$ cat src/rtl/core/double_ended_queue_assert.svh
// ----------------------------------------------------------------------------
// double_ended_queue_assert: assertion macros for the double-ended queue.
// Each macro is empty when NO_ASSERTIONS is defined.
// ----------------------------------------------------------------------------
`ifndef DOUBLE_ENDED_QUEUE_ASSERT_SVH
`define DOUBLE_ENDED_QUEUE_ASSERT_SVH

`ifndef NO_ASSERTIONS
// The consequent must hold in the same cycle as the antecedent.
`define DEQ_ASSERT_NOW(label, clk, rst, ante, cons, msg) \
  label: assert property (@(posedge clk) disable iff (rst) (ante) |-> (cons)) \
    else $error(msg);
// The consequent must hold in the cycle after the antecedent.
`define DEQ_ASSERT_NEXT(label, clk, rst, ante, cons, msg) \
  label: assert property (@(posedge clk) disable iff (rst) (ante) |=> (cons)) \
    else $error(msg);
`else
`define DEQ_ASSERT_NOW(label, clk, rst, ante, cons, msg)
`define DEQ_ASSERT_NEXT(label, clk, rst, ante, cons, msg)
`endif

`endif

$ cat src/rtl/core/deq_pkg.sv
// ----------------------------------------------------------------------------
// deq_pkg: shared types, codes and helpers of the double-ended queue.
// Holds the queue geometry, the command and status codes and the item types.
// ----------------------------------------------------------------------------
package deq_pkg;

  // Queue geometry.
  localparam int DEPTH      = 64;
  localparam int DATA_WIDTH = 32;
  localparam int IDX_W      = (DEPTH > 1) ? $clog2(DEPTH) : 1;
  localparam int CNT_W      = $clog2(DEPTH + 1);

  // Command codes.
  localparam logic [1:0] CMD_PUSH_BACK  = 2'd0;
  localparam logic [1:0] CMD_POP_BACK   = 2'd1;
  localparam logic [1:0] CMD_PUSH_FRONT = 2'd2;
  localparam logic [1:0] CMD_POP_FRONT  = 2'd3;

  // Status codes.
  localparam logic [1:0] ST_OK    = 2'd0;
  localparam logic [1:0] ST_EMPTY = 2'd1;
  localparam logic [1:0] ST_FULL  = 2'd2;

  typedef struct packed {
    logic [1:0]         cmd;
    logic signed [31:0] value;
  } request_t;

  typedef struct packed {
    logic signed [31:0] value_out;
    logic [1:0]         status;
    logic [6:0]         count;
  } result_t;

  // A pushed value is kept as its low DATA_WIDTH bits after sign extension.
  function automatic logic [DATA_WIDTH-1:0] to_store(input logic signed [31:0] v);
    logic signed [63:0] ext;
    ext = 64'(v);
    return ext[DATA_WIDTH-1:0];
  endfunction

  // A stored entry leaves sign-extended and cut to 32 bits.
  function automatic logic signed [31:0] to_out(input logic [DATA_WIDTH-1:0] d);
    logic signed [63:0] ext;
    ext = 64'(signed'(d));
    return ext[31:0];
  endfunction

  // Ring index step forward, wrapping at DEPTH.
  function automatic logic [IDX_W-1:0] idx_inc(input logic [IDX_W-1:0] i);
    return (i == IDX_W'(DEPTH - 1)) ? '0 : i + IDX_W'(1);
  endfunction

  // Ring index step back, wrapping at zero.
  function automatic logic [IDX_W-1:0] idx_dec(input logic [IDX_W-1:0] i);
    return (i == '0) ? IDX_W'(DEPTH - 1) : i - IDX_W'(1);
  endfunction

endpackage

$ cat src/rtl/core/double_ended_queue.sv
// ----------------------------------------------------------------------------
// double_ended_queue: bounded double-ended queue in a ring-buffer memory.
// Timing: the result item of an accepted item is strobed in the cycle after it.
// Throughput: one item per cycle while busy is low; each item makes at most one memory access.
// Reset: rst clears the indices and the count; busy is high during reset.
// The receiver cannot stall: each result stands for exactly one cycle.
// ----------------------------------------------------------------------------
`include "double_ended_queue_assert.svh"

module double_ended_queue (
  input  logic              clk,
  input  logic              rst,
  input  logic              start,
  output logic              busy,
  input  deq_pkg::request_t request,
  output logic              done,
  output deq_pkg::result_t  result
);

  localparam int IW = deq_pkg::IDX_W;
  localparam int CW = deq_pkg::CNT_W;
  localparam int DW = deq_pkg::DATA_WIDTH;

  // Element memory; contents are undefined until written.
  logic [DW-1:0] mem [deq_pkg::DEPTH];
  logic [DW-1:0] rd_data;

  logic [IW-1:0] front_idx, front_idx_next;
  logic [IW-1:0] back_idx, back_idx_next;
  logic [CW-1:0] cnt, cnt_next;

  logic          pop_ok;
  logic [1:0]    status;
  logic [1:0]    status_next;

  logic          accept;
  logic          full;
  logic          empty;
  logic          wr_en;
  logic          rd_en;
  logic [IW-1:0] wr_addr;
  logic [IW-1:0] rd_addr;

  // Nothing is taken while reset holds; otherwise every cycle is open.
  assign busy   = rst;
  assign accept = start && !busy;

  assign full    = (cnt == CW'(deq_pkg::DEPTH));
  assign empty   = (cnt == '0);

  // Decode the operation into index updates and at most one memory access.
  always_comb begin
    front_idx_next = front_idx;
    back_idx_next  = back_idx;
    cnt_next       = cnt;
    status_next    = deq_pkg::ST_OK;
    wr_en          = 1'b0;
    rd_en          = 1'b0;
    wr_addr        = back_idx;
    rd_addr        = front_idx;
    if (accept) begin
      case (request.cmd)
        deq_pkg::CMD_PUSH_BACK: begin
          if (full) begin
            status_next = deq_pkg::ST_FULL;
          end else begin
            wr_en         = 1'b1;
            wr_addr       = back_idx;
            back_idx_next = deq_pkg::idx_inc(back_idx);
            cnt_next      = cnt + CW'(1);
          end
        end
        deq_pkg::CMD_PUSH_FRONT: begin
          if (full) begin
            status_next = deq_pkg::ST_FULL;
          end else begin
            wr_en          = 1'b1;
            wr_addr        = deq_pkg::idx_dec(front_idx);
            front_idx_next = deq_pkg::idx_dec(front_idx);
            cnt_next       = cnt + CW'(1);
          end
        end
        deq_pkg::CMD_POP_BACK: begin
          if (empty) begin
            status_next = deq_pkg::ST_EMPTY;
          end else begin
            rd_en         = 1'b1;
            rd_addr       = deq_pkg::idx_dec(back_idx);
            back_idx_next = deq_pkg::idx_dec(back_idx);
            cnt_next      = cnt - CW'(1);
          end
        end
        deq_pkg::CMD_POP_FRONT: begin
          if (empty) begin
            status_next = deq_pkg::ST_EMPTY;
          end else begin
            rd_en          = 1'b1;
            rd_addr        = front_idx;
            front_idx_next = deq_pkg::idx_inc(front_idx);
            cnt_next       = cnt - CW'(1);
          end
        end
        default: begin
          status_next = deq_pkg::ST_OK;
        end
      endcase
    end
  end

  // Memory port: an item either writes or reads, never both, so the registered
  // read of a pop always sees every earlier push.
  always_ff @(posedge clk) begin
    if (wr_en) begin
      mem[wr_addr] <= deq_pkg::to_store(request.value);
    end
    if (rd_en) begin
      rd_data <= mem[rd_addr];
    end
  end

  // Queue indices, element count and result strobe.
  always_ff @(posedge clk) begin
    if (rst) begin
      front_idx <= '0;
      back_idx  <= '0;
      cnt       <= '0;
      done      <= 1'b0;
    end else begin
      front_idx <= front_idx_next;
      back_idx  <= back_idx_next;
      cnt       <= cnt_next;
      done      <= accept;
    end
  end

  // Result fields that ride alongside the memory read.
  always_ff @(posedge clk) begin
    if (accept) begin
      pop_ok <= rd_en;
      status <= status_next;
    end
  end

  // Pushes and failed pops return zero; a good pop returns the entry read.
  always_comb begin
    result.value_out = pop_ok ? deq_pkg::to_out(rd_data) : 32'sd0;
    result.status    = status;
    result.count     = 7'(cnt);
  end

  // Each accepted item yields exactly one result in the next cycle.
  `DEQ_ASSERT_NEXT(a_accept_done, clk, rst, accept, done, "accepted item gave no result")
  `DEQ_ASSERT_NEXT(a_no_spurious, clk, rst, !accept, !done, "result without an item")
  // A dropped push only happens with the queue holding DEPTH elements.
  `DEQ_ASSERT_NOW(a_full_count, clk, rst, done && (result.status == deq_pkg::ST_FULL),
    cnt == CW'(deq_pkg::DEPTH), "full status with queue not full")
  // A pop from an empty queue returns zero and leaves it empty.
  `DEQ_ASSERT_NOW(a_empty_zero, clk, rst, done && (result.status == deq_pkg::ST_EMPTY),
    (result.value_out == 32'sd0) && (cnt == '0), "empty pop returned data")

endmodule
$ cat config.mk
export PLATFORM = sky130hd
export DESIGN_NAME = double_ended_queue
export DESIGN_NICKNAME = d
export VERILOG_FILES = /design/src/rtl/core/deq_pkg.sv /design/src/rtl/core/double_ended_queue.sv
export VERILOG_INCLUDE_DIRS = /design/src /design/src/rtl/core
export SDC_FILE = /design/constraint.sdc
export NUM_CORES = 2
export LEC_CHECK = 0
export BUFFER_PORTS_ARGS = -buffer_cell sky130_fd_sc_hd__buf_2
export CAP_MARGIN = 20
export CORE_MARGIN = 8
export CORE_UTILIZATION = 50
export DETAILED_ROUTE_END_ITERATION = 16
export GPL_ROUTABILITY_DRIVEN = 0
export PLACE_DENSITY_LB_ADDON = 0.2
export SETUP_SLACK_MARGIN = 0.5
export SLEW_MARGIN = 20
export SYNTH_ARGS = -nofsm -noshare
export SYNTH_HDL_FRONTEND = slang
export SYNTH_SLANG_ARGS = --single-unit
$ cat constraint.sdc
create_clock -name clk -period 5.2 [get_ports clk]
set_clock_uncertainty 0.05 [all_clocks]
set_input_delay 0 -clock clk [delete_from_list [all_inputs] [get_ports clk]]
set_output_delay 0 -clock clk [all_outputs]
set_load 0.02 [all_outputs]
==> results.sh <==
export IMPL_wl_um=260000
export IMPL_yosysTopAreaCell="edfxtp_1"
export IMPL_pwr_share_clk=0.393
export IMPL_async_reset_ff_frac=0
export IMPL_grt_pass1_wl_um=370000
export IMPL_dp_cells=8001
export IMPL_area_growth_pct=14.2
export IMPL_ys_seq_area_frac=0.742
export IMPL_swShare=0.243
export IMPL_worstPathArrival_ns=5.21
export IMPL_tightest_slew_ns=1.10
export IMPL_cts_htree_levels=4
export IMPL_firstDrtPassIters=8
export IMPL_hp_start="rst"
export IMPL_rsz0062_at_grt="no"
export IMPL_synth_top_area_share=0.737
export IMPL_die_h_um=428
export IMPL_tns_ns=0
export IMPL_hp_class="in -> reg"
export IMPL_cp_required_ns=5.88
export IMPL_power_total_mw=36.7
export IMPL_initialDrtViolationCount=7152
export IMPL_drc=0
export IMPL_synth_fp_nets=5818
export IMPL_synthTopCellsByCount="2083 x edfxtp_1, 1179 x nand2_1, 524 x mux2i_1, 504 x nand3_1, 203 x buf_2"
export IMPL_slew_headroom=0.265
export IMPL_final_area_um2=96900
export IMPL_grt_antenna_before_repair=11
export IMPL_cts_root_buf="clkbuf_16"
export IMPL_synth_edf_count=2083
export IMPL_ant_nets=0
export IMPL_leakagePower_nw=33.2
export IMPL_syn_inst=5769
export IMPL_nets=6087
export IMPL_min_period_ns=4.53
export IMPL_core_um2=169000
export IMPL_irDropWorstVdd_mv=0.382
export IMPL_yosysWarnings=0
export IMPL_clk_latency_ns=0.88
export IMPL_die_w_um=428
export IMPL_status="finished clean"
export IMPL_cts_buffers=207
export IMPL_ys_types=85
export IMPL_yosys_top_cells_area="edfxtp_1 74%, mux2i_1 6.2%, nand2_1 5.2%, nand3_1 3.0%, buf_2 1.2%"
export IMPL_syn_area_per_cell_um2=14.7
export IMPL_overflow=0
export IMPL_p_sw_mw=8.92
export IMPL_final_cell_count_no_fill=8421
export IMPL_cap_violations=0
export IMPL_p_per_area_nw_per_um2=379
export IMPL_finalSetupViolations=0
export IMPL_port_buffers=79
export IMPL_dpl_hpwl_um=148000
export IMPL_fillerInstances=13203
export IMPL_grt_max_degree=136
export IMPL_timing_rr_start="cnt[0]$_SDFFE_PP0P_"
export IMPL_finalMaxSlewViolations=0
export IMPL_setup_worst_path_start="cnt[0]$_SDFFE_PP0P_"
export IMPL_max_freq_mhz=221
export IMPL_ctsLongestPathBuffers=3
export IMPL_worst_path_max_fanout=86
export IMPL_dp_slack_ns=0.285
export IMPL_cts_sink_count=2103
export IMPL_fp_row_count=151
export IMPL_setup_slack_ns=0.672
export IMPL_grt_pass1_vias=50554
export IMPL_wl_per_cell_um=30.9
export IMPL_clk_pin_slew_ns=0.06
export IMPL_track_usage=0.276
export IMPL_synth_most_common_cell="edfxtp_1"
export IMPL_reg2reg_slack_ns=0.67
export IMPL_postPlaceCellArea_um2=89900
export IMPL_tritoncts="built"
export IMPL_internal_power_mw=27.8
export IMPL_path_class="reg -> reg"
export IMPL_fin_crit_sh=0.871
export IMPL_dieArea_um2=183000
export IMPL_end_kind="flop"
export IMPL_comb_power_share=0.096
export IMPL_seq_power_share=0.511
export IMPL_start_util=0.502
export IMPL_drive_gt1_frac=0.135
export IMPL_start_kind="flop"
export IMPL_pin_count=80
export IMPL_synthFlopType="edfxtp_1"
export IMPL_post_drt_via_cell_ratio=6.31
export IMPL_syn_cell_area_um2=84800
export IMPL_dr_total_vias=53169
export IMPL_hold_viol_final=0
export IMPL_ys_seq_elements=2103
[per-stage QoR]
step / hold WS (ns) / util
CTS: 0.0689 / 0.573
detailed placement: 0.283 / 0.532
global route: 0.126 / 0.574
global placement: 0.263 / 0.532
floorplan: 0.0489 / -
finish: 0.107 / 0.574
[critical path, stage by stage (launching register included)]
cell and delay [ns]:
dfxtp_1 0.40, nor4_4 0.58, a21oi_4 0.24, buf_4 0.30, o21ai_4 0.35, buf_12 0.41
buf_12 0.42, a211oi_1 0.15, a311oi_1 0.28, a311oi_1 0.08, nor3_1 0.64, o221a_2 0.32
[registers in the layout, summed over array words and instances, names as in the netlist]
name and flops:
cnt 7, mem 2048, front_idx 6, pop_ok 1, back_idx 6, status 2, rd_data 32, done 1
[path summary, 6_finish.rpt]
| check | endpoint | cells past startpoint |
|---|---|---|
| worst max-delay path | rd_data[15]$_DFFE_PP_ | 11 |
| worst min-delay path | cnt[6]$_SDFFE_PP0P_ | 4 |
| worst max register to register | rd_data[15]$_DFFE_PP_ | 11 |
| worst min register to register | front_idx[5]$_SDFFE_PP0P_ | 2 |
[layout make-up]
type	instances	area (um^2)	share of cell area
Sequential cell	2103	63000	0.650
Multi-Input combinational cell	3267	20600	0.213
Clock buffer	268	5410	0.0558
Timing Repair Buffer	439	3950	0.0407
Tap cell	2218	2780	0.0286
Clock inverter	104	1100	0.0113
Inverter	20	75.1	0.000775
Antenna cell	2	5.00	0.0000516
[kinds of logic after synthesis]
group / share of synthesized area
multiplexers: 0.0673
XOR/XNOR: 0.00124
flip-flops: 0.742
buffers and inverters: 0.0226
AND/OR/NAND/NOR: 0.0990
AO/OA/AOI/OAI: 0.0659
adder cells (fa/ha/maj): 0.00186
[cell usage in the layout, fill, tap and decap left out, types with 24 or more instances in the layout]
cell,netlist,routed
edfxtp_1,2083,2083
nand2_1,1179,1176
mux2i_1,524,523
nand3_1,504,504
buf_4,26,264
clkbuf_16,0,207
a21oi_1,146,144
buf_2,203,77
a31oi_1,70,70
nor2_4,0,66
a211oi_1,67,66
a32oi_1,65,65
o211a_1,65,64
nor2_1,131,63
clkbuf_1,118,61
a311oi_1,60,58
buf_12,0,58
clkinv_1,0,44
dlygate4sd3_1,0,39
and2_1,38,37
o221ai_1,30,30
clkinv_2,0,29
mux2_2,25,24
[layer usage]
layer / vias up / routed length [um] / track usage / share of wire
li1: 22590 / - / - / -
met1: 27080 / 102000 / 0.380 / 0.39
met2: 2968 / 120000 / 0.433 / 0.46
met3: 523 / 27900 / 0.0626 / 0.11
met4: 8 / 10300 / 0.0981 / 0.039
met5: - / 65 / 0 / 0.00025
[repair_timing]
action                                 4_1_cts  5_1_grt
endpoints found under the hold margin     2073        0
hold buffers                                39        0
buffers inserted                             5        2
gates resized for setup                      1        4
setup endpoints to repair                    1        5
pin swaps                                    1        1
[power groups by stage]
stage / registers (mW) / clock network, mW / logic (mW)
6_report: 18.8 / 14.4 / 3.52
5_1_grt: 18.7 / 15.3 / 3.69
4_1_cts: 18.8 / 14.6 / 3.46
3_5_place_dp: 19.1 / 0 / 3.42
3_3_place_gp: 19.1 / 0 / 3.37
2_1_floorplan: 19.1 / 0 / 1.92
(Power assumes the default switching activity.)
